[config.mk]
export PLATFORM = sky130hd
export DESIGN_NAME = pwlm_outbuf
export DESIGN_NICKNAME = d
export VERILOG_FILES = /design/src/sv/pwlm_pkg.sv /design/src/sv/pwlm_outbuf.sv
export SDC_FILE = /design/constraint.sdc
export NUM_CORES = 1
export LEC_CHECK = 0
export BUFFER_PORTS_ARGS = -buffer_cell sky130_fd_sc_hd__buf_2
export CAP_MARGIN = 20
export CORE_MARGIN = 2
export CORE_UTILIZATION = 30
export CTS_BUF_LIST = sky130_fd_sc_hd__clkbuf_8 sky130_fd_sc_hd__clkbuf_16
export CTS_CLUSTER_DIAMETER = 200
export DETAILED_ROUTE_END_ITERATION = 16
export PLACE_DENSITY = 0.62
export SYNTH_ARGS = -nofsm -noshare
export SYNTH_HDL_FRONTEND = slang
export SYNTH_SLANG_ARGS = --single-unit
[constraint.sdc]
create_clock -name aclk -period 2.7 [get_ports aclk]
set_clock_uncertainty 0.05 [all_clocks]
set_input_delay 0.27 -clock aclk [delete_from_list [all_inputs] [get_ports aclk]]
set_output_delay 0.27 -clock aclk [all_outputs]
set_load 0.01 [all_outputs]
[src/sv/pwlm_pkg.sv]
package pwlm_pkg;

    // Significant bits of pixel and window levels; wider settings keep all 16 port bits.
    localparam int PIXEL_BITS = 16;
    localparam int PIX_W = (PIXEL_BITS < 16) ? PIXEL_BITS : 16;
    localparam logic [16:0] PIX_MASK_W = (17'd1 << PIX_W) - 17'd1;
    localparam logic [15:0] PIX_MASK = PIX_MASK_W[15:0];

    // Largest image dimension honored by the mirror logic.
    localparam int MAX_DIM = 4096;
    localparam logic [16:0] MAX_DIM_W = 17'(MAX_DIM);

    // Fraction bits of the log2 and quotient bits of the root-path division.
    localparam int ITER_STEPS = 16;
    // Result bits of the scale-by-255 divider and of the integer root.
    localparam int SCALE_STEPS = 8;

    localparam int CFG_ADDR_W = 3;
    localparam int CFG_DATA_W = 16;

    typedef enum logic [1:0] {
        CURVE_LINEAR  = 2'd0,
        CURVE_LOG     = 2'd1,
        CURVE_SQRT    = 2'd2,
        CURVE_SQUARED = 2'd3
    } curve_t;

    typedef enum logic [CFG_ADDR_W-1:0] {
        REG_WINDOW_LOW   = 3'd0,
        REG_WINDOW_HIGH  = 3'd1,
        REG_CURVE        = 3'd2,
        REG_MIRROR_H     = 3'd3,
        REG_MIRROR_V     = 3'd4,
        REG_IMAGE_WIDTH  = 3'd5,
        REG_IMAGE_HEIGHT = 3'd6
    } reg_idx_t;

    typedef struct packed {
        logic [15:0] win_low;
        logic [15:0] win_high;
        curve_t      curve;
        logic        mir_h;
        logic        mir_v;
        logic [12:0] img_w;
        logic [12:0] img_h;
    } cfg_t;

    typedef struct packed {
        logic [11:0] dest_col;
        logic [11:0] dest_row;
        curve_t      curve;
        logic        empty;
        logic [15:0] d;
        logic [15:0] r;
    } base_t;

    typedef struct packed {
        base_t       base;
        logic [31:0] dd;
        logic [31:0] rr;
        logic [31:0] md;
        logic [31:0] mr;
        logic [3:0]  nd;
        logic [3:0]  nr;
        logic [ITER_STEPS-1:0] fd;
        logic [ITER_STEPS-1:0] fr;
        logic [15:0] rem;
        logic [15:0] nlo;
        logic [ITER_STEPS-1:0] quo;
    } iter_t;

    typedef struct packed {
        logic [11:0] dest_col;
        logic [11:0] dest_row;
        curve_t      curve;
        logic        force_en;
        logic [7:0]  force_val;
        logic        big;
        logic [31:0] a;
        logic [31:0] b;
        logic [31:0] rem;
        logic [7:0]  q;
        logic [15:0] sx;
        logic [7:0]  sr;
    } scale_t;

    typedef struct packed {
        logic [7:0]  display_index;
        logic [11:0] dest_column;
        logic [11:0] dest_row;
    } out_t;

    function automatic logic [16:0] clamp_dim(logic [12:0] s);
        logic [16:0] v;
        v = 17'(s);
        if (v == 17'd0) begin
            v = 17'd1;
        end else if (v > MAX_DIM_W) begin
            v = MAX_DIM_W;
        end
        return v;
    endfunction

    // One squaring step of both logarithms and one quotient bit of the root-path division.
    function automatic iter_t iter_step(iter_t x);
        iter_t       y;
        logic [63:0] pd;
        logic [63:0] pr;
        logic [32:0] qd;
        logic [32:0] qr;
        logic [16:0] t;
        y  = x;
        pd = 64'(x.md) * 64'(x.md);
        pr = 64'(x.mr) * 64'(x.mr);
        qd = pd[63:31];
        qr = pr[63:31];
        if (qd[32]) begin
            y.md = qd[32:1];
            y.fd = {x.fd[ITER_STEPS-2:0], 1'b1};
        end else begin
            y.md = qd[31:0];
            y.fd = {x.fd[ITER_STEPS-2:0], 1'b0};
        end
        if (qr[32]) begin
            y.mr = qr[32:1];
            y.fr = {x.fr[ITER_STEPS-2:0], 1'b1};
        end else begin
            y.mr = qr[31:0];
            y.fr = {x.fr[ITER_STEPS-2:0], 1'b0};
        end
        t = {x.rem, x.nlo[15]};
        if (t >= {1'b0, x.base.r}) begin
            y.rem = 16'(t - {1'b0, x.base.r});
            y.quo = {x.quo[ITER_STEPS-2:0], 1'b1};
        end else begin
            y.rem = t[15:0];
            y.quo = {x.quo[ITER_STEPS-2:0], 1'b0};
        end
        y.nlo = {x.nlo[14:0], 1'b0};
        return y;
    endfunction

    // One bit of floor(256*a/b) and one bit of the integer square root.
    function automatic scale_t scale_step(scale_t x, logic [7:0] bit_m);
        scale_t      y;
        logic [32:0] t;
        logic [7:0]  tt;
        logic [15:0] sq;
        y = x;
        t = {x.rem, 1'b0};
        if (t >= {1'b0, x.b}) begin
            y.rem = 32'(t - {1'b0, x.b});
            y.q   = {x.q[6:0], 1'b1};
        end else begin
            y.rem = t[31:0];
            y.q   = {x.q[6:0], 1'b0};
        end
        tt = x.sr | bit_m;
        sq = 16'(tt) * 16'(tt);
        if (sq <= x.sx) begin
            y.sr = tt;
        end
        return y;
    endfunction

endpackage

[src/sv/pwlm_outbuf.sv]
module pwlm_outbuf (
    input  logic           aclk,
    input  logic           aresetn,
    input  logic           push,
    input  pwlm_pkg::out_t push_data,
    input  logic           pop,
    output logic           full,
    output logic           not_empty,
    output pwlm_pkg::out_t head
);

    pwlm_pkg::out_t buf_reg [2];
    logic           wr_ptr_reg;
    logic           rd_ptr_reg;
    logic [1:0]     count_reg;
    logic [1:0]     count_next;

    always_comb begin
        count_next = count_reg;
        if (push && !pop) begin
            count_next = count_reg + 2'd1;
        end else if (pop && !push) begin
            count_next = count_reg - 2'd1;
        end
    end

    always_ff @(posedge aclk) begin
        if (!aresetn) begin
            wr_ptr_reg <= 1'b0;
            rd_ptr_reg <= 1'b0;
            count_reg  <= 2'd0;
        end else begin
            count_reg <= count_next;
            if (push) begin
                wr_ptr_reg <= ~wr_ptr_reg;
            end
            if (pop) begin
                rd_ptr_reg <= ~rd_ptr_reg;
            end
        end
    end

    always_ff @(posedge aclk) begin
        if (push) begin
            buf_reg[wr_ptr_reg] <= push_data;
        end
    end

    assign full      = (count_reg == 2'd2);
    assign not_empty = (count_reg != 2'd0);
    assign head      = buf_reg[rd_ptr_reg];

endmodule

After elaboration in Yosys (flattened, before gate mapping)
Memories as Yosys holds them, arrays and structs flattened. A register that Yosys moved wholly into a read port is not among the register bits.
Cells that the tools add are included.
{"block": "word_totals", "register_bits": 4, "latchBits": 0, "mem_bits_rw": 64, "mem_bits_ro": 0, "inputBits": 36, "wordCells": 21, "n_memories": 1}
{"block": "classes", "addsub": 2, "n_mul": 0, "div_mod_pow": 0, "n_lt_le_gt_ge": 0, "n_eq_ne": 1, "shifts": 0, "n_mux": 6, "bitwise": 2, "reduce_logical": 6}
{"memory": "buf_reg", "depth": 2, "word_bits": 32, "read_ports": 1, "rd_clocked_by_memory_dff": 1, "write_ports": 1, "line": "pwlm_outbuf.sv:12", "source": "pwlm_pkg::out_t buf_reg [2];"}
{"operator": "$mux 1", "count": 4}
{"operator": "$mux 2", "count": 2}
{"operator": "$reduce_bool 2->1", "count": 2}
{"operator": "$add 2x1->2 const B", "count": 1}
{"operator": "$eq 2x2->1 const B", "count": 1}
{"operator": "$logic_and 1x1->1", "count": 2}
{"operator": "$logic_not 1->1", "count": 2}
{"operator": "$not 1->1", "count": 2}
{"operator": "$sub 2x1->2 const B", "count": 1}

Depth between registers and ports, before layout
{"block": "logic_depth", "depth_word": 4, "depth_mapped": 5, "mapped_depth_nobuf": 5}

Least setup slack after synthesis
No wires, ideal clock.
{"block": "synth_timing", "path_type": "flip-flop to flip-flop", "start": "register wr_ptr_reg", "end": "memory buf_reg[0][0] (netlist name) (enable)", "setup_time_ns": 0.426, "arrival_time_ns": 1.776, "path_slack_ns": 0.448, "stages_incl_launch_ff": 2, "synth_period_minus_slack_ns": 2.252, "cell_sequence": "dfxtp_1 -> nor2b_1"}
{"item": "start: declaration", "line": "pwlm_outbuf.sv:13", "source": "logic wr_ptr_reg;"}
{"item": "start signal: assignment", "line": "pwlm_outbuf.sv:35", "source": "wr_ptr_reg <= ~wr_ptr_reg;"}
{"item": "end: declaration", "line": "pwlm_outbuf.sv:12"}
Straight into the memory's write port.

==> impl_metrics.json <==
{
  "start_kind": "flop",
  "fill_cells": 764,
  "dieWidth_microns": 95.9,
  "timing.final.crit_period_ps": 1760,
  "busiest_layer": "met2",
  "overflow": 0,
  "antenna_left": 0,
  "layout-drive-gt1-share_pct": 58.5,
  "grt_pass1_vias": 1306,
  "hpwl_microns": 2870,
  "syn_inst": 122,
  "clk_latency_ps": 330,
  "root_buffer": "clkbuf_8",
  "ys.warnings.count": 0,
  "synth_top_family_by_area": "multiplexers",
  "cp.required_ps": 2380,
  "cts_resized": 0,
  "grt_max_degree": 23,
  "tns_ps": 0,
  "grt_antenna_before_repair": 0,
  "clk_pin_slew_ps": 70,
  "grt_use_met1_pct": 10.7,
  "hp-class": "in2reg",
  "path_max_fanout": 18,
  "r2r_setup_slack_ps": 1170,
  "place.gp.congestion": 0.681,
  "place_area_sq_um": 3030,
  "peakVddDrop_uv": 272,
  "totalWireLength_microns": 4230,
  "synth-xor-area-share_pct": 1.04,
  "slew_viol_final": 0,
  "die_area_sq_um": 9190,
  "diodes": 0,
  "clockBufferDepth": 2,
  "grt_pass1_wl_microns": 6120,
  "synthesis.area_sq_um": 2530,
  "total_power_mw": 2.37,
  "cts_tree": "built",
  "p_per_area_nw_per_um2": 731,
  "drtIter0Drc": 18,
  "layout_commonest_cell": "buf_2",
  "viasPerCell": 4.19,
  "clock_sinks": 69,
  "grt_use_met3_pct": 2.51,
  "ios": 70,
  "finalNetCount": 239,
  "numCtsBuffers": 9,
  "finalSetupViolations": 0,
  "vias": 1308,
  "arrival_ps": 1440,
  "hold_viol": 0,
  "final_cell_mix": "buf_2, edfxtp_1, mux2_2",
  "portBuffers": 69,
  "synth_fp_nets": 159,
  "rsz0062_at_grt": "false",
  "ys_ff_latch": 69,
  "die_h_microns": 95.9,
  "synthAdderAreaFrac_pct": 0.494,
  "final_util_pct": 39.5,
  "core-area_sq_um": 8220,
  "grt_usage_pct": 9.47,
  "htreeDepth": 3,
  "status": "complete, no violations",
  "grt_util_met2_pct": 15.4,
  "drc_errors": 0,
  "rows": 33,
  "cts_hold_repair.buffers": 0,
  "wl_per_cell_microns": 13.6,
  "synth_simple_gate_area_share_pct": 2.32,
  "crit_path_end_kind": "output pin",
  "synth_mux_area_share_pct": 14.2,
  "relSlewSlack_pct": 60.0,
  "crit_type": "reg2out",
  "synth_compound_area_share_pct": 0.791,
  "leakage_nw": 1.23,
  "holdWs_ps": 72.7,
  "postCtsSetupBuffers": 0,
  "syn_avg_cell_area_sq_um": 20.7,
  "synth_cell_types": 18,
  "max_freq_mhz": 567,
  "largest_reg_flops": 64,
  "max_cap_violations": 0,
  "ys_seq_area_share_pct": 79.9,
  "start_util_pct": 30.8,
  "worstMarginPinSlew_ps": 599,
  "drt-pass1-iter-count": 4,
  "area.growth.synth_to_final_pct": 28.2,
  "postLayoutCellArea_sq_um": 3240,
  "period_share_pct": 65.3
}
[Yosys cell counts]
library cell  count  area, sq um
mux2_2           30          338
and2b_2           1         8.76
o21a_1            1         7.51
xor2_1            2         17.5
and2_1            4         25.0
or3_1             1         6.26
nor2b_1           2         12.5
ha_1              1         12.5
buf_4             3         22.5
xnor2_1           1         8.76
a21boi_1          1         7.51
edfxtp_1         64         1920
dfxtp_1           5          100
mux2_1            2         22.5
clkbuf_2          1         5.00
o21ai_0           1         5.00
or2_2             1         6.26
inv_1             1         3.75
[per-layer routing]
layer / vias to the layer above / wire [microns]
met5: - / 0
li1: 627 / -
met3: 9 / 185
met4: 0 / 108
met2: 41 / 2230
met1: 631 / 1710
[cells by family after synthesis]
logic type	after synthesis
XOR/XNOR	3
flip-flops	69
adder cells (fa/ha/maj)	1
AND/OR/NAND/NOR	9
AO/OA/AOI/OAI	3
multiplexers	32
buffers and inverters	5
[critical path, cell delays in order (launching register included)]
cell and delay [ps]:
dfxtp_1 330, buf_4 260, mux2_2 380, buf_2 140
[stage by stage]
| stage | cells | setup slack [ps] |
|---|---|---|
| 2_1_floorplan | 122 | 448 |
| 3_3_place_gp | 296 | 1120 |
| 3_5_place_dp | 296 | 1090 |
| 4_1_cts | 312 | 894 |
| 5_1_grt | 312 | 835 |
| 6_report | 312 | 937 |
[final timing paths]
path / startpoint / endpoint / depth (start not counted)
min reg2reg: count_reg[1]$_SDFFE_PN0P_ / count_reg[1]$_SDFFE_PN0P_ / 2
max reg2reg: wr_ptr_reg$_SDFFE_PN0P_ / buf_reg[1][14]$_DFFE_PP_ / 2
max: flop / head[26] / 3
min: push_data[11] / buf_reg[1][11]$_DFFE_PP_ / 1
[cell type report]
| cell class | count | area (sq um) | area share, % |
|---|---|---|---|
| sequential | 69 | 2020 | 62.3 |
| multi-input combinational | 48 | 485 | 15.0 |
| timing repair buffer | 73 | 388 | 12.0 |
| tap | 105 | 131 | 4.05 |
| clock buffer | 9 | 124 | 3.82 |
| clock inverter | 7 | 90.1 | 2.78 |
| inverter | 1 | 3.75 | 0.116 |
[power breakdown]
group	internal [mW]	switching, mW	leakage [nW]
Clock	0.514	0.358	0.107
Sequential	1.23	0.0165	0.642
Combinational	0.126	0.124	0.482
No activity file was read; power rests on OpenSTA's default activity.
