<file path="config.mk">
export PLATFORM = sky130hd
export DESIGN_NAME = pwlm_front
export DESIGN_NICKNAME = d
export VERILOG_FILES = /design/src/sv/pwlm_pkg.sv /design/src/sv/pwlm_front.sv
export SDC_FILE = /design/constraint.sdc
export NUM_CORES = 2
export LEC_CHECK = 0
export BUFFER_PORTS_ARGS = -buffer_cell sky130_fd_sc_hd__buf_4
export CORE_MARGIN = 2
export CORE_UTILIZATION = 55
export CTS_CLUSTER_SIZE = 8
export DETAILED_ROUTE_END_ITERATION = 8
export GPL_TIMING_DRIVEN = 0
export PLACE_DENSITY = 0.79
export SLEW_MARGIN = 10
export SYNTH_ARGS = -nofsm -noshare
export SYNTH_HDL_FRONTEND = slang
export SYNTH_SLANG_ARGS = --single-unit
</file>
<file path="constraint.sdc">
create_clock -name aclk -period 6.9 [get_ports aclk]
set_input_delay 0.69 -clock aclk [delete_from_list [all_inputs] [get_ports aclk]]
set_output_delay 0.69 -clock aclk [all_outputs]
set_load 0.05 [all_outputs]
</file>
<file path="src/sv/pwlm_pkg.sv">
package pwlm_pkg;

    // Significant bits of pixel and window levels; wider settings keep all 16 port bits.
    localparam int PIXEL_BITS = 16;
    localparam int PIX_W = (PIXEL_BITS < 16) ? PIXEL_BITS : 16;
    localparam logic [16:0] PIX_MASK_W = (17'd1 << PIX_W) - 17'd1;
    localparam logic [15:0] PIX_MASK = PIX_MASK_W[15:0];

    // Largest image dimension honored by the mirror logic.
    localparam int MAX_DIM = 4096;
    localparam logic [16:0] MAX_DIM_W = 17'(MAX_DIM);

    // Fraction bits of the log2 and quotient bits of the root-path division.
    localparam int ITER_STEPS = 16;
    // Result bits of the scale-by-255 divider and of the integer root.
    localparam int SCALE_STEPS = 8;

    localparam int CFG_ADDR_W = 3;
    localparam int CFG_DATA_W = 16;

    typedef enum logic [1:0] {
        CURVE_LINEAR  = 2'd0,
        CURVE_LOG     = 2'd1,
        CURVE_SQRT    = 2'd2,
        CURVE_SQUARED = 2'd3
    } curve_t;

    typedef enum logic [CFG_ADDR_W-1:0] {
        REG_WINDOW_LOW   = 3'd0,
        REG_WINDOW_HIGH  = 3'd1,
        REG_CURVE        = 3'd2,
        REG_MIRROR_H     = 3'd3,
        REG_MIRROR_V     = 3'd4,
        REG_IMAGE_WIDTH  = 3'd5,
        REG_IMAGE_HEIGHT = 3'd6
    } reg_idx_t;

    typedef struct packed {
        logic [15:0] win_low;
        logic [15:0] win_high;
        curve_t      curve;
        logic        mir_h;
        logic        mir_v;
        logic [12:0] img_w;
        logic [12:0] img_h;
    } cfg_t;

    typedef struct packed {
        logic [11:0] dest_col;
        logic [11:0] dest_row;
        curve_t      curve;
        logic        empty;
        logic [15:0] d;
        logic [15:0] r;
    } base_t;

    typedef struct packed {
        base_t       base;
        logic [31:0] dd;
        logic [31:0] rr;
        logic [31:0] md;
        logic [31:0] mr;
        logic [3:0]  nd;
        logic [3:0]  nr;
        logic [ITER_STEPS-1:0] fd;
        logic [ITER_STEPS-1:0] fr;
        logic [15:0] rem;
        logic [15:0] nlo;
        logic [ITER_STEPS-1:0] quo;
    } iter_t;

    typedef struct packed {
        logic [11:0] dest_col;
        logic [11:0] dest_row;
        curve_t      curve;
        logic        force_en;
        logic [7:0]  force_val;
        logic        big;
        logic [31:0] a;
        logic [31:0] b;
        logic [31:0] rem;
        logic [7:0]  q;
        logic [15:0] sx;
        logic [7:0]  sr;
    } scale_t;

    typedef struct packed {
        logic [7:0]  display_index;
        logic [11:0] dest_column;
        logic [11:0] dest_row;
    } out_t;

    function automatic logic [16:0] clamp_dim(logic [12:0] s);
        logic [16:0] v;
        v = 17'(s);
        if (v == 17'd0) begin
            v = 17'd1;
        end else if (v > MAX_DIM_W) begin
            v = MAX_DIM_W;
        end
        return v;
    endfunction

    // One squaring step of both logarithms and one quotient bit of the root-path division.
    function automatic iter_t iter_step(iter_t x);
        iter_t       y;
        logic [63:0] pd;
        logic [63:0] pr;
        logic [32:0] qd;
        logic [32:0] qr;
        logic [16:0] t;
        y  = x;
        pd = 64'(x.md) * 64'(x.md);
        pr = 64'(x.mr) * 64'(x.mr);
        qd = pd[63:31];
        qr = pr[63:31];
        if (qd[32]) begin
            y.md = qd[32:1];
            y.fd = {x.fd[ITER_STEPS-2:0], 1'b1};
        end else begin
            y.md = qd[31:0];
            y.fd = {x.fd[ITER_STEPS-2:0], 1'b0};
        end
        if (qr[32]) begin
            y.mr = qr[32:1];
            y.fr = {x.fr[ITER_STEPS-2:0], 1'b1};
        end else begin
            y.mr = qr[31:0];
            y.fr = {x.fr[ITER_STEPS-2:0], 1'b0};
        end
        t = {x.rem, x.nlo[15]};
        if (t >= {1'b0, x.base.r}) begin
            y.rem = 16'(t - {1'b0, x.base.r});
            y.quo = {x.quo[ITER_STEPS-2:0], 1'b1};
        end else begin
            y.rem = t[15:0];
            y.quo = {x.quo[ITER_STEPS-2:0], 1'b0};
        end
        y.nlo = {x.nlo[14:0], 1'b0};
        return y;
    endfunction

    // One bit of floor(256*a/b) and one bit of the integer square root.
    function automatic scale_t scale_step(scale_t x, logic [7:0] bit_m);
        scale_t      y;
        logic [32:0] t;
        logic [7:0]  tt;
        logic [15:0] sq;
        y = x;
        t = {x.rem, 1'b0};
        if (t >= {1'b0, x.b}) begin
            y.rem = 32'(t - {1'b0, x.b});
            y.q   = {x.q[6:0], 1'b1};
        end else begin
            y.rem = t[31:0];
            y.q   = {x.q[6:0], 1'b0};
        end
        tt = x.sr | bit_m;
        sq = 16'(tt) * 16'(tt);
        if (sq <= x.sx) begin
            y.sr = tt;
        end
        return y;
    endfunction

endpackage

</file>
<file path="src/sv/pwlm_front.sv">
module pwlm_front (
    input  logic              aclk,
    input  logic              aresetn,
    input  logic              en,
    input  logic              in_vld,
    input  logic [15:0]       pixel,
    input  logic [11:0]       column,
    input  logic [11:0]       row,
    input  pwlm_pkg::cfg_t    cfg,
    output logic              out_vld,
    output pwlm_pkg::iter_t   out_data
);

    logic            vld1_reg;
    logic            vld2_reg;
    pwlm_pkg::base_t s1_reg;
    pwlm_pkg::base_t s1_next;
    pwlm_pkg::iter_t s2_reg;
    pwlm_pkg::iter_t s2_next;

    function automatic logic [3:0] lead_one(logic [15:0] x);
        logic [3:0] n;
        n = 4'd0;
        for (int i = 0; i < 16; i++) begin
            if (x[i]) begin
                n = 4'(i);
            end
        end
        return n;
    endfunction

    // Stage 1: clamp to the window, form offset and range, mirror the coordinates.
    always_comb begin
        logic [15:0] lo;
        logic [15:0] hi;
        logic [15:0] p;
        logic [15:0] pc;
        lo = cfg.win_low & pwlm_pkg::PIX_MASK;
        hi = cfg.win_high & pwlm_pkg::PIX_MASK;
        p  = pixel & pwlm_pkg::PIX_MASK;
        if (p < lo) begin
            pc = lo;
        end else if (p > hi) begin
            pc = hi;
        end else begin
            pc = p;
        end
        s1_next.empty = (hi <= lo);
        s1_next.d     = pc - lo;
        s1_next.r     = hi - lo;
        s1_next.curve = cfg.curve;
        s1_next.dest_col = cfg.mir_h ?
            12'(pwlm_pkg::clamp_dim(cfg.img_w) - 17'd1 - 17'(column)) : column;
        s1_next.dest_row = cfg.mir_v ?
            12'(pwlm_pkg::clamp_dim(cfg.img_h) - 17'd1 - 17'(row)) : row;
    end

    // Stage 2: squares, normalized mantissas and the root-path dividend.
    always_comb begin
        logic [31:0] num;
        num          = 32'(s1_reg.d) * 32'd65025;
        s2_next.base = s1_reg;
        s2_next.dd   = 32'(s1_reg.d) * 32'(s1_reg.d);
        s2_next.rr   = 32'(s1_reg.r) * 32'(s1_reg.r);
        s2_next.nd   = lead_one(s1_reg.d);
        s2_next.nr   = lead_one(s1_reg.r);
        s2_next.md   = 32'(s1_reg.d) << (5'd31 - {1'b0, s2_next.nd});
        s2_next.mr   = 32'(s1_reg.r) << (5'd31 - {1'b0, s2_next.nr});
        s2_next.fd   = '0;
        s2_next.fr   = '0;
        s2_next.rem  = num[31:16];
        s2_next.nlo  = num[15:0];
        s2_next.quo  = '0;
    end

    always_ff @(posedge aclk) begin
        if (!aresetn) begin
            vld1_reg <= 1'b0;
            vld2_reg <= 1'b0;
        end else if (en) begin
            vld1_reg <= in_vld;
            vld2_reg <= vld1_reg;
        end
    end

    always_ff @(posedge aclk) begin
        if (en) begin
            s1_reg <= s1_next;
            s2_reg <= s2_next;
        end
    end

    assign out_vld  = vld2_reg;
    assign out_data = s2_reg;

endmodule

</file>
# [Yosys cells after proc, flatten, opt, wreduce, memory -nomap -nowiden]
# Index checks and enable logic that the tools add are counted.
# W data, S select, Z words.
[op_classes] n_reduce_logical=2 mux=38 n_div=0 n_mul=3 n_addsub=8 bitwise_logic=0 magnitude_cmp=5 n_eq_ne=0 n_shift=2
[op_table] operator="$mux W4" n=28
[op_table] operator="$mux W12" n=6
[op_table] operator="$mul A16 B16 Y32" n=2
[op_table] operator="$shl A16 B5 Y32" n=2
[op_table] operator="$mul A16 B16 Y32 const B" n=1
[op_table] operator="$mux W16" n=2
[op_table] operator="$sub A16 B16 Y16" n=2
[op_table] operator="$gt A13 B13 Y1 const B" n=2
[op_table] operator="$logic_not A13 Y1" n=2
[op_table] operator="$sub A12 B1 Y12 const B" n=2
[op_table] operator="$sub A12 B12 Y12" n=2
[op_table] operator="$gt A16 B16 Y1" n=1
[op_table] operator="$le A16 B16 Y1" n=1
[op_table] operator="$lt A16 B16 Y1" n=1
[op_table] operator="$sub A5 B4 Y5 const A" n=2
[op_table] operator="$mux W1" n=2
[word_totals] romBits=0 mem_count=0 reg_bits=288 latch_bits=0 output_inout_bits=276 ramBits=0 wordCells=80

# [Depth between registers and ports, before layout]
[logic_depth] ltp_word=17 mapped_depth=26 ltp_nobuf=24

# [Least setup slack after synthesis]
# OpenSTA, ideal clock, no wires.
[synth_path] path_type="reg2reg" startpoint="register s1_reg[17] (netlist name)" endpoint="register s2_reg, in the netlist out_data[214] (data pin)" period_less_slack_ns=6.486 required_ns=6.640 path_buffers=3 arrival_ns=6.226 stages_incl_launch_ff=24 path_slack_ns=0.414 cell_sequence="edfxtp_1 clkbuf_1 clkbuf_1 nand2_1 fa_1 inv_1 fa_1 inv_1 fa_1 fa_1 fa_1 fa_1 inv_1 ha_1 clkbuf_1 a21oi_1 o21ai_1 nor2b_1 a2111o_1 a31oi_4 o21bai_2 a21o_1 a221oi_2 xnor2_1"
[synth_lines] element="start: declaration" line_no="pwlm_front.sv:16" rtl="pwlm_pkg::base_t s1_reg;"
[synth_lines] element="start signal: assignment" line_no="pwlm_front.sv:88" rtl="s1_reg <= s1_next;"
[synth_lines] element="end signal: assignment" line_no="pwlm_front.sv:89" rtl="s2_reg <= s2_next;"
[synth_lines] element="end: declaration" line_no="pwlm_front.sv:18" rtl="pwlm_pkg::iter_t s2_reg;"

==> reports/qor.csv <==
metric;value;unit
yosys.area.top_type;fa_1;
io_buffers;299;
drt_drc_violations_left;0;
tightest_slew;0.667;ns
synth_area;30800;um^2
min_period_over_period;97.7;%
die_h;241;um
grt_pass1_wl;121;mm
synth_cells;3122;
synth_edf_count;241;
largest_reg_flops;182;
synth_seq_cells;243;
core_area;55200;um^2
grt_util_all_layers;27.3;%
syn_area_per_cell;9.85;um^2
worstPathMaxFanout;10;
gp_congestion;0.948;
ant_nets;0;
synth_top_area_share;25.2;%
cts_buffer_depth;3;
insertion_delay;0.57;ns
final_nets;4476;
overflow;0;
cpPeakStageDelay;0.71;ns
mostFrequentLayoutCells;inv_1, buf_4, ha_1, fa_1, edfxtp_1;
die_x;241;um
numCtsBuffers;37;
initial_core_util;55.7;%
end_kind;flop;
synth_ff_type;edfxtp_1;
clk_pin_slew;0.06;ns
yosysUniqueCellTypes;68;
setup_viol;0;
wire_per_inst;17.8;um
critPathLaunchType;flop;
async_flop_share;0;%
critPathKind;flop to flop;
relSlewSlack;55.3;%
numClockSinks;243;
antenna_found_initial;10;
arrival;7.05;ns
hold_path_class;input port to flop;
grt_max_degree;100;
crit_top_cell;fa_1;
fp-row-count;86;
drt-total-wl;77.3;mm
htree_num_levels;2;
critical_path.top_delay_family;adder cells;
status;completed;
vias;23000;
regArea;7280;um^2
crit_chain;buf_2 > nand2_1 > fa_1 > fa_1 > inv_1 > fa_1 > fa_1 > fa_1 > inv_1 > fa_1 > inv_1 > ha_1 > a21o_1 > a21o_1 > a21oi_1 > o21a_1 > o221ai_2 > o211ai_1 > nand2_1 > a31oi_1 > xnor2_1;
ioPinCount;382;
vias_per_cell;5.29;
drv_cap;0;
final_common_cell;inv_1;
yosysSeqAreaShare;23.7;%
cp.buffers_inverters;4;
dpl.hpwl;62.4;mm
drv_slew;0;
cts-root-buf;clkbuf_16;
multiInputGateArea;20300;um^2
min_period;6.74;ns
synthTopCellsByArea;fa_1, edfxtp_1, ha_1;
hold_viol_final;0;
drive_gt1_share;16.0;%
cts_tree;done;
fill_cells;4307;
first_pass_iters;5;
drt_iter0_markers;1622;
grt_pass1_vias;23200;
yosysWarningCount;0;
syn_to_final_growth;16.8;%
max_freq;148;MHz
fin_tns_setup;0;ns
crit_required;7.21;ns
die-area;57800;um^2
slowest_stage;edfxtp_1;
skew;0.0298;ns
## layer usage
metal  vias up  global-route usage, %  share of wire, %
met1     11100                   35.0                40
met5         -                      0             0.052
li1      10800                      -                 -
met3       153                   7.01               9.5
met2       907                   44.7                47
met4         6                   9.73               3.5
## Yosys cell counts (all sizes together), types with 40 or more instances
cell type / count
o21ai: 83
nand2: 232
xnor2: 101
inv: 671
mux2i: 42
and2: 44
edfxtp: 241
nor3: 40
fa: 388
clkbuf: 74
ha: 396
nor2: 182
buf: 101
nor2b: 43
a21o: 43
a21oi: 151
## final cells by class
class | count | share of cell area [%]
Antenna cell | 6 | 0.0418
Buffer | 157 | 2.80
Clock buffer | 45 | 2.66
Clock inverter | 8 | 0.174
Inverter | 678 | 7.15
Multi-Input combinational cell | 2107 | 56.6
Sequential cell | 243 | 20.3
Tap cell | 748 | 2.61
Timing Repair Buffer | 362 | 7.73
## repair_timing
item	4_1_cts	5_1_grt
resized for setup	31	57
pin swaps	4	7
hold buffers	0	0
setup endpoints to repair	30	19
setup buffers	27	34
## final timing paths
path              start            end  slack (ns)  cells after the start
max          s1_reg[14]  out_data[183]        0.16                     21
min             cfg[29]     s1_reg[34]        0.31                      1
max reg2reg  s1_reg[14]  out_data[183]        0.16                     21
min reg2reg  s1_reg[39]  out_data[255]        0.41                      0
## cell families (layout without fill, tap and decap cells)
group,after synthesis,count (layout),synth area share [%]
multiplexers,46,46,1.51
AO/OA/AOI/OAI,413,413,8.41
adder cells (fa/ha/maj),784,784,41.4
other,1,88,0.0122
XOR/XNOR,138,138,3.93
AND/OR/NAND/NOR,644,644,9.57
flip-flops,243,243,23.7
buffers and inverters,853,1250,11.6
## worst reg2reg max path, stage by stage, from the launching register on
cell and delay [ns]:
edfxtp_1 0.71, buf_2 0.39, nand2_1 0.12, fa_1 0.54, fa_1 0.55, inv_1 0.05, fa_1 0.47, fa_1 0.51
fa_1 0.49, inv_1 0.05, fa_1 0.47, inv_1 0.04, ha_1 0.34, a21o_1 0.20, a21o_1 0.18, a21oi_1 0.20
o21a_1 0.19, o221ai_2 0.16, o211ai_1 0.42, nand2_1 0.10, a31oi_1 0.21, xnor2_1 0.08
## per-stage QoR
stage	util [%]	area, um^2	setup slack [ns]	hold WS [ns]	std cells
3_3_place_gp	62.0	34200	-0.645	0.402	4250
2_1_floorplan	-	31100	0.414	0.400	3203
3_5_place_dp	62.2	34300	-0.844	0.405	4252
4_1_cts	64.4	35600	0.00725	0.275	4320
5_1_grt	65.1	35900	-0.0340	0.298	4354
6_report	65.1	35900	0.159	0.311	4354
Power is left out: the tool's default activity adds up to more than one toggle a clock period on the data nets, which glitch-free logic cannot reach.
