--- src/sv/pwlm_pkg.sv ---
package pwlm_pkg;

    // Significant bits of pixel and window levels; wider settings keep all 16 port bits.
    localparam int PIXEL_BITS = 16;
    localparam int PIX_W = (PIXEL_BITS < 16) ? PIXEL_BITS : 16;
    localparam logic [16:0] PIX_MASK_W = (17'd1 << PIX_W) - 17'd1;
    localparam logic [15:0] PIX_MASK = PIX_MASK_W[15:0];

    // Largest image dimension honored by the mirror logic.
    localparam int MAX_DIM = 4096;
    localparam logic [16:0] MAX_DIM_W = 17'(MAX_DIM);

    // Fraction bits of the log2 and quotient bits of the root-path division.
    localparam int ITER_STEPS = 16;
    // Result bits of the scale-by-255 divider and of the integer root.
    localparam int SCALE_STEPS = 8;

    localparam int CFG_ADDR_W = 3;
    localparam int CFG_DATA_W = 16;

    typedef enum logic [1:0] {
        CURVE_LINEAR  = 2'd0,
        CURVE_LOG     = 2'd1,
        CURVE_SQRT    = 2'd2,
        CURVE_SQUARED = 2'd3
    } curve_t;

    typedef enum logic [CFG_ADDR_W-1:0] {
        REG_WINDOW_LOW   = 3'd0,
        REG_WINDOW_HIGH  = 3'd1,
        REG_CURVE        = 3'd2,
        REG_MIRROR_H     = 3'd3,
        REG_MIRROR_V     = 3'd4,
        REG_IMAGE_WIDTH  = 3'd5,
        REG_IMAGE_HEIGHT = 3'd6
    } reg_idx_t;

    typedef struct packed {
        logic [15:0] win_low;
        logic [15:0] win_high;
        curve_t      curve;
        logic        mir_h;
        logic        mir_v;
        logic [12:0] img_w;
        logic [12:0] img_h;
    } cfg_t;

    typedef struct packed {
        logic [11:0] dest_col;
        logic [11:0] dest_row;
        curve_t      curve;
        logic        empty;
        logic [15:0] d;
        logic [15:0] r;
    } base_t;

    typedef struct packed {
        base_t       base;
        logic [31:0] dd;
        logic [31:0] rr;
        logic [31:0] md;
        logic [31:0] mr;
        logic [3:0]  nd;
        logic [3:0]  nr;
        logic [ITER_STEPS-1:0] fd;
        logic [ITER_STEPS-1:0] fr;
        logic [15:0] rem;
        logic [15:0] nlo;
        logic [ITER_STEPS-1:0] quo;
    } iter_t;

    typedef struct packed {
        logic [11:0] dest_col;
        logic [11:0] dest_row;
        curve_t      curve;
        logic        force_en;
        logic [7:0]  force_val;
        logic        big;
        logic [31:0] a;
        logic [31:0] b;
        logic [31:0] rem;
        logic [7:0]  q;
        logic [15:0] sx;
        logic [7:0]  sr;
    } scale_t;

    typedef struct packed {
        logic [7:0]  display_index;
        logic [11:0] dest_column;
        logic [11:0] dest_row;
    } out_t;

    function automatic logic [16:0] clamp_dim(logic [12:0] s);
        logic [16:0] v;
        v = 17'(s);
        if (v == 17'd0) begin
            v = 17'd1;
        end else if (v > MAX_DIM_W) begin
            v = MAX_DIM_W;
        end
        return v;
    endfunction

    // One squaring step of both logarithms and one quotient bit of the root-path division.
    function automatic iter_t iter_step(iter_t x);
        iter_t       y;
        logic [63:0] pd;
        logic [63:0] pr;
        logic [32:0] qd;
        logic [32:0] qr;
        logic [16:0] t;
        y  = x;
        pd = 64'(x.md) * 64'(x.md);
        pr = 64'(x.mr) * 64'(x.mr);
        qd = pd[63:31];
        qr = pr[63:31];
        if (qd[32]) begin
            y.md = qd[32:1];
            y.fd = {x.fd[ITER_STEPS-2:0], 1'b1};
        end else begin
            y.md = qd[31:0];
            y.fd = {x.fd[ITER_STEPS-2:0], 1'b0};
        end
        if (qr[32]) begin
            y.mr = qr[32:1];
            y.fr = {x.fr[ITER_STEPS-2:0], 1'b1};
        end else begin
            y.mr = qr[31:0];
            y.fr = {x.fr[ITER_STEPS-2:0], 1'b0};
        end
        t = {x.rem, x.nlo[15]};
        if (t >= {1'b0, x.base.r}) begin
            y.rem = 16'(t - {1'b0, x.base.r});
            y.quo = {x.quo[ITER_STEPS-2:0], 1'b1};
        end else begin
            y.rem = t[15:0];
            y.quo = {x.quo[ITER_STEPS-2:0], 1'b0};
        end
        y.nlo = {x.nlo[14:0], 1'b0};
        return y;
    endfunction

    // One bit of floor(256*a/b) and one bit of the integer square root.
    function automatic scale_t scale_step(scale_t x, logic [7:0] bit_m);
        scale_t      y;
        logic [32:0] t;
        logic [7:0]  tt;
        logic [15:0] sq;
        y = x;
        t = {x.rem, 1'b0};
        if (t >= {1'b0, x.b}) begin
            y.rem = 32'(t - {1'b0, x.b});
            y.q   = {x.q[6:0], 1'b1};
        end else begin
            y.rem = t[31:0];
            y.q   = {x.q[6:0], 1'b0};
        end
        tt = x.sr | bit_m;
        sq = 16'(tt) * 16'(tt);
        if (sq <= x.sx) begin
            y.sr = tt;
        end
        return y;
    endfunction

endpackage

--- src/sv/pwlm_scale.sv ---
module pwlm_scale (
    input  logic            aclk,
    input  logic            aresetn,
    input  logic            en,
    input  logic            in_vld,
    input  pwlm_pkg::iter_t in_data,
    output logic            out_vld,
    output pwlm_pkg::out_t  out_data
);

    localparam int N = pwlm_pkg::SCALE_STEPS;

    logic             sel_vld_reg;
    pwlm_pkg::scale_t sel_reg;
    pwlm_pkg::scale_t sel_next;
    logic [N-1:0]     vld_reg;
    pwlm_pkg::scale_t st_reg  [N];
    pwlm_pkg::scale_t st_next [N];
    logic             fin_vld_reg;
    pwlm_pkg::out_t   fin_reg;
    pwlm_pkg::out_t   fin_next;

    // Pick divider operands per curve and settle the fixed answers.
    always_comb begin
        logic [31:0] ld;
        logic [31:0] lr;
        ld = 32'({in_data.nd, in_data.fd});
        lr = 32'({in_data.nr, in_data.fr});
        sel_next.dest_col  = in_data.base.dest_col;
        sel_next.dest_row  = in_data.base.dest_row;
        sel_next.curve     = in_data.base.curve;
        sel_next.force_en  = 1'b0;
        sel_next.force_val = 8'd0;
        if (in_data.base.empty) begin
            sel_next.force_en = 1'b1;
        end else if (in_data.base.curve == pwlm_pkg::CURVE_LOG) begin
            if (in_data.base.d == in_data.base.r) begin
                sel_next.force_en  = 1'b1;
                sel_next.force_val = 8'hFF;
            end else if (in_data.base.d <= 16'd1) begin
                sel_next.force_en = 1'b1;
            end
        end
        case (in_data.base.curve)
            pwlm_pkg::CURVE_LOG: begin
                sel_next.a = ld;
                sel_next.b = lr;
            end
            pwlm_pkg::CURVE_SQUARED: begin
                sel_next.a = in_data.dd;
                sel_next.b = in_data.rr;
            end
            pwlm_pkg::CURVE_LINEAR, pwlm_pkg::CURVE_SQRT: begin
                sel_next.a = 32'(in_data.base.d);
                sel_next.b = 32'(in_data.base.r);
            end
        endcase
        sel_next.big = (sel_next.a >= sel_next.b);
        sel_next.rem = sel_next.a;
        sel_next.q   = 8'd0;
        sel_next.sx  = in_data.quo;
        sel_next.sr  = 8'd0;
    end

    always_comb begin
        st_next[0] = pwlm_pkg::scale_step(sel_reg, 8'h80);
        for (int k = 1; k < N; k++) begin
            st_next[k] = pwlm_pkg::scale_step(st_reg[k-1], 8'(8'h80 >> k));
        end
    end

    // floor(255a/b) = floor(256a/b), less one when the remainder is below a.
    always_comb begin
        pwlm_pkg::scale_t x;
        logic [7:0]       sc;
        x = st_reg[N-1];
        if (x.big) begin
            sc = 8'hFF;
        end else if (x.rem >= x.a) begin
            sc = x.q;
        end else begin
            sc = x.q - 8'd1;
        end
        fin_next.dest_column = x.dest_col;
        fin_next.dest_row    = x.dest_row;
        if (x.force_en) begin
            fin_next.display_index = x.force_val;
        end else if (x.curve == pwlm_pkg::CURVE_SQRT) begin
            fin_next.display_index = x.sr;
        end else begin
            fin_next.display_index = sc;
        end
    end

    always_ff @(posedge aclk) begin
        if (!aresetn) begin
            sel_vld_reg <= 1'b0;
            vld_reg     <= '0;
            fin_vld_reg <= 1'b0;
        end else if (en) begin
            sel_vld_reg <= in_vld;
            vld_reg     <= {vld_reg[N-2:0], sel_vld_reg};
            fin_vld_reg <= vld_reg[N-1];
        end
    end

    always_ff @(posedge aclk) begin
        if (en) begin
            sel_reg <= sel_next;
            for (int k = 0; k < N; k++) begin
                st_reg[k] <= st_next[k];
            end
            fin_reg <= fin_next;
        end
    end

    assign out_vld  = fin_vld_reg;
    assign out_data = fin_reg;

endmodule

--- config.mk ---
export PLATFORM = sky130hd
export DESIGN_NAME = pwlm_scale
export DESIGN_NICKNAME = d
export VERILOG_FILES = /design/src/sv/pwlm_pkg.sv /design/src/sv/pwlm_scale.sv
export SDC_FILE = /design/constraint.sdc
export NUM_CORES = 2
export LEC_CHECK = 0
export BUFFER_PORTS_ARGS = -buffer_cell sky130_fd_sc_hd__buf_2
export CORE_ASPECT_RATIO = 0.5
export CORE_MARGIN = 4
export CORE_UTILIZATION = 60
export DETAILED_ROUTE_END_ITERATION = 12
export PLACE_DENSITY = 0.78
export SYNTH_ARGS = -nofsm -noshare
export SYNTH_HDL_FRONTEND = slang
export SYNTH_SLANG_ARGS = --single-unit
export TNS_END_PERCENT = 50
--- constraint.sdc ---
create_clock -name aclk -period 7.09 [get_ports aclk]
set_input_delay 1.7725 -clock aclk [delete_from_list [all_inputs] [get_ports aclk]]
set_output_delay 1.7725 -clock aclk [all_outputs]
set_load 0.02 [all_outputs]
Yosys cells after proc, flatten, opt, wreduce, memory -nomap -nowiden
Memories as Yosys holds them, arrays and structs flattened.
Cells that the tools add are included.
- word-level logic and storage cells: 87
- input port bits: 279
- memories: 1
- register bits: 158
- output and inout port bits: 33
- RAM bits: 1312
- memories (memory ; depth ; width ; rd ports ; clocked after memory_dff ; write ports ; line ; text):
    st_reg ; 8 ; 164 ; 8 ; 0 ; 8 ; pwlm_scale.sv:17 ; pwlm_pkg::scale_t st_reg [N];
- multiplexer cells: 27
- magnitude comparators: 19
- reductions and logical operators: 3
- equal/unequal tests: 5
- bitwise logic cells: 1
- $mul: 7
- add/sub/neg operators: 9
- operators with widths (cell ; number):
    40-bit two-way mux ; 8
    33-bit by 32-bit greater-or-equal comparator with 1-bit output ; 8
    32-bit subtractor ; 8
    64-bit case mux with 3 select lines ; 1
    16-bit less-or-equal comparator ; 7
    8-bit by 8-bit multiplier with 16-bit output ; 7
    32-bit greater-or-equal comparator ; 2
    8-bit two-way mux ; 6
    16-bit == test ; 1
    15-bit by 16-bit less-or-equal comparator with 1-bit output, first input constant ; 1
    16-bit by 1-bit less-or-equal comparator with 1-bit output, second input constant ; 1
    9-bit two-way mux ; 1
    8-bit by 1-bit subtractor with 8-bit output, second input constant ; 1
    7-bit two-way mux ; 1
    2-bit == test, second input constant ; 3
    6-bit two-way mux ; 1
    1-bit two-way mux ; 5
    5-bit two-way mux ; 1
    4-bit two-way mux ; 1
    2-bit OR reduction ; 2
    3-bit two-way mux ; 1
    2-bit by 1-bit == test with 1-bit output, second input constant ; 1
    2-bit logical NOT ; 1
    2-bit two-way mux ; 1
    1-bit NOT ; 1

Logic depth before layout (Yosys ltp)
An unclocked memory read counts as a cell.
- depth in word-level cells: 6
- depth in mapped cells: 28
- gate-level depth less buffers: 28

Worst setup path before layout
OpenSTA, ideal clock, no wires.
- path type: reg-to-reg
- start point: memory st_reg[1][332] in the netlist's numbering
- end point: memory st_reg[1][492] in the netlist's numbering, data pin
- stages on the path, launching flop included: 24
- path slack: 1.768 ns
- path buffers: 0
- library setup time: 0.260 ns
- clock period less this slack: 5.322 ns
- arrival time: 5.062 ns
- data required time: 6.830 ns
- path through: edfxtp_1 and2_1 ha_1 or2_2 fa_1 inv_1 fa_1 fa_1 inv_1 ha_1 o21a_1 o21a_1 o21a_1 o21a_1 o21a_1 o21ai_0 nor2b_1 xnor2_1 ha_1 nand4_1 nor2_1 o21ai_0 nand3b_1 o41ai_1
- RTL lines (what ; line):
    from (decl) ; pwlm_scale.sv:17

==> impl_metrics.yaml <==
status:
  outcome: "completed"
timing:
  whs_ns: 0.405
  rsz0062_at_grt: "no"
  finalClockSkew_ns: 0.0321
  worst_pin_slew_ns: 1.13
  setup_viol: 0
  maxSlewViolCount: 0
  fin_crit_ns: 5.95
  max_freq_mhz: 168
  max-slew-margin-rel_pct: 25.0
  setup-tns-final_ns: 0
  hold_viol_final: 0
  fin_crit_sh_pct: 83.9
place:
  dpl_cell_area_sq_mm: 0.0671
  gp_congestion: 0.927
  hpwl_um: 95400
  port_buffers: 215
  dp.cells: 6572
global_route:
  grt_pass1_vias: 37787
  grt_max_degree: 186
  grt_first_pass_wirelength_um: 205000
  antenna_found_initial: 11
  grt_usage_pct: 23.1
  grt_overflow_total: 0
critical_path:
  startpoint_type: "register"
  reg2reg_from: "st_reg[1][331]"
  crit_top_cell: "o21a_1"
  cp.arrival_ns: 6.41
  cp-end-kind: "register"
  max_stage_delay_ns: 0.53
  crit_required_ns: 7.55
  crit_start: "st_reg[1][331]"
  path_buf_inv: 5
  cp_top_family: "adder cells"
  cp_slowest_cell: "fa_1"
  path_class: "reg2reg"
  crit_fanout: 7
detailed_routing:
  drc: 0
  totalWireLength_um: 130000
  firstDrtPassIters: 6
  num_vias: 38592
  via_per_inst: 5.69
  wire_per_inst_um: 19.2
  drtIter0Drc: 3256
  postRouteAntennaNets: 0
logic_synthesis:
  synthFlopType: "edfxtp_1"
  synth_area_sq_mm: 0.0644
  synthTopCellsByArea: "edfxtp_1 (60%), ha_1 (9.5%), inv_1 (3.3%)"
  synth_cell_type_count: 92
  syn_inst: 5003
  async_flop_share_pct: 0
  synth_nets: 5830
  synth_commonest_cells: "edfxtp_1 (1,293), inv_1 (571), ha_1 (487)"
  synth_edf_count: 1293
  synthMostInstantiatedCell: "edfxtp_1"
  yosys_warnings: 0
  yosys.area.top_type: "edfxtp_1"
  seq_area_frac_synth_pct: 60.6
  synth.top_cell.area_share_pct: 60.3
  syn_avg_cell_area_sq_um: 12.9
  synth_seq_cells: 1303
cts:
  ctsHoldBuffers: 0
  cts_tree: "yes"
  cts_resized: 0
  cts_max_path_buffers: 3
  worstSkewPairLatency_ns: 0.74
  cts_setup_buffers: 0
  numCtsBuffers: 110
  ctsHtreeMaxLevel: 3
  path_clk_slew_ns: 0.07
  cts_sinks: 1303
  root_buffer: "clkbuf_16"
floorplan:
  rows: 84
  core_area_sq_mm: 0.106
  start_util_pct: 60.9
  die_w_um: 471
  io_pins: 312
  dieArea_sq_mm: 0.113
  die_y_um: 240
power:
  vdd_drop_max_uv: 240
  power_density_mw_per_mm2: 390
  p_leak_nw: 29.1
finish:
  layout.nets: 6092
  final_area_sq_mm: 0.0710
  drive_above_1_share_pct: 9.93
  final_cells: 6782
  n_fill_cell: 7491
  largest_reg_flops: 1152
  final_util_pct: 67.1
  syn2layout_area_growth_pct: 10.2
hold_path:
  min_from: "st_reg[0][138]"
  hp-class: "reg2reg"
run:
  cap_violations: 0
[per-layer routing]
layer,track usage [%],vias to the layer above,routed length (um)
met5,0,-,13
li1,-,18784,-
met4,8.19,2,4520
met2,36.9,1185,59000
met1,32.9,18366,59900
met3,3.22,255,6590
[layout by cell type, fill, tap and decap left out, drive strengths merged, types with 9 or more instances in the layout]
master / count
edfxtp: 1293
inv: 580
ha: 487
a21oi: 317
o21ai: 292
nand2: 287
nor2: 254
buf: 242
xnor2: 174
a21o: 162
clkbuf: 126
xor2: 102
nor2b: 76
mux2: 71
nand4: 61
fa: 61
nand2b: 60
nor3: 60
mux2i: 53
nand3: 51
clkinv: 45
and2: 43
o21a: 40
o21bai: 40
and3: 34
a211oi: 30
a31oi: 28
o31ai: 27
or3: 18
nor4: 17
bufinv: 17
o211ai: 16
or2: 14
o31a: 13
a21boi: 12
clkinvlp: 12
dfxtp: 10
a2111oi: 10
nor4b: 9
[per-stage QoR]
stage / power, W / setup WS [ns]
6_report: 0.0277 / 1.14
3_5_place_dp: 0.0213 / 1.15
3_3_place_gp: 0.0209 / 1.33
5_1_grt: 0.0296 / 0.742
4_1_cts: 0.0277 / 1.10
2_1_floorplan: 0.0187 / 1.77
[cells by family (layout without fill, tap and decap cells)]
| family | count (synthesis) | in the layout | synth area share (%) |
|---|---|---|---|
| AO/OA/AOI/OAI | 1064 | 1064 | 10.4 |
| XOR/XNOR | 276 | 276 | 3.75 |
| adder cells (fa/ha/maj) | 548 | 548 | 11.4 |
| buffers and inverters | 665 | 1022 | 4.01 |
| flip-flops | 1303 | 1303 | 60.6 |
| multiplexers | 124 | 124 | 2.07 |
| other | 0 | 3 | 0 |
| AND/OR/NAND/NOR | 1023 | 1023 | 7.80 |
[worst register-to-register path, cell delays in order (launching register included)]
cell	delay, ns
edfxtp_1	0.51
inv_1	0.17
nor2_1	0.23
fa_1	0.21
inv_1	0.05
fa_1	0.47
inv_1	0.04
ha_1	0.26
inv_1	0.05
fa_1	0.53
inv_1	0.04
ha_1	0.31
nor2b_1	0.16
o21a_1	0.21
o21a_1	0.21
o21a_1	0.20
o21a_1	0.20
o21a_1	0.20
o21a_1	0.20
o21ai_0	0.27
nor2b_1	0.22
xnor2_1	0.08
ha_1	0.31
nand4_1	0.13
nor2_1	0.16
o21ai_0	0.11
nand3b_1	0.09
o41ai_1	0.07
[final timing paths]
kind / end / depth (start not counted) / slack [ns]
hold reg to reg: st_reg[0][302] / 0 / 0.40
hold / removal: st_reg[0][302] / 0 / 0.40
setup / recovery: st_reg[1][492] / 27 / 1.14
setup reg to reg: st_reg[1][492] / 27 / 1.14
[layout make-up]
cell class | count | area, sq um | share of cell area, %
diodes | 3 | 7.51 | 0.0106
clock buffers | 126 | 2810 | 3.96
clock inverters | 81 | 1010 | 1.42
inverters | 573 | 2150 | 3.03
multi-input cells | 3035 | 22800 | 32.2
flip-flops and latches | 1303 | 39000 | 55.0
well taps | 1419 | 1780 | 2.50
repair buffers | 242 | 1360 | 1.91
[where the power goes]
part	leakage (nW)	total, W	switching [W]	internal [W]
Clock	1.83	0.00634	0.00282	0.00352
Sequential	12.7	0.0107	0.000674	0.0101
Combinational	14.5	0.0106	0.00592	0.00466
Total	29.1	0.0277	0.00942	0.0182
No activity file was read; power rests on OpenSTA's default activity.
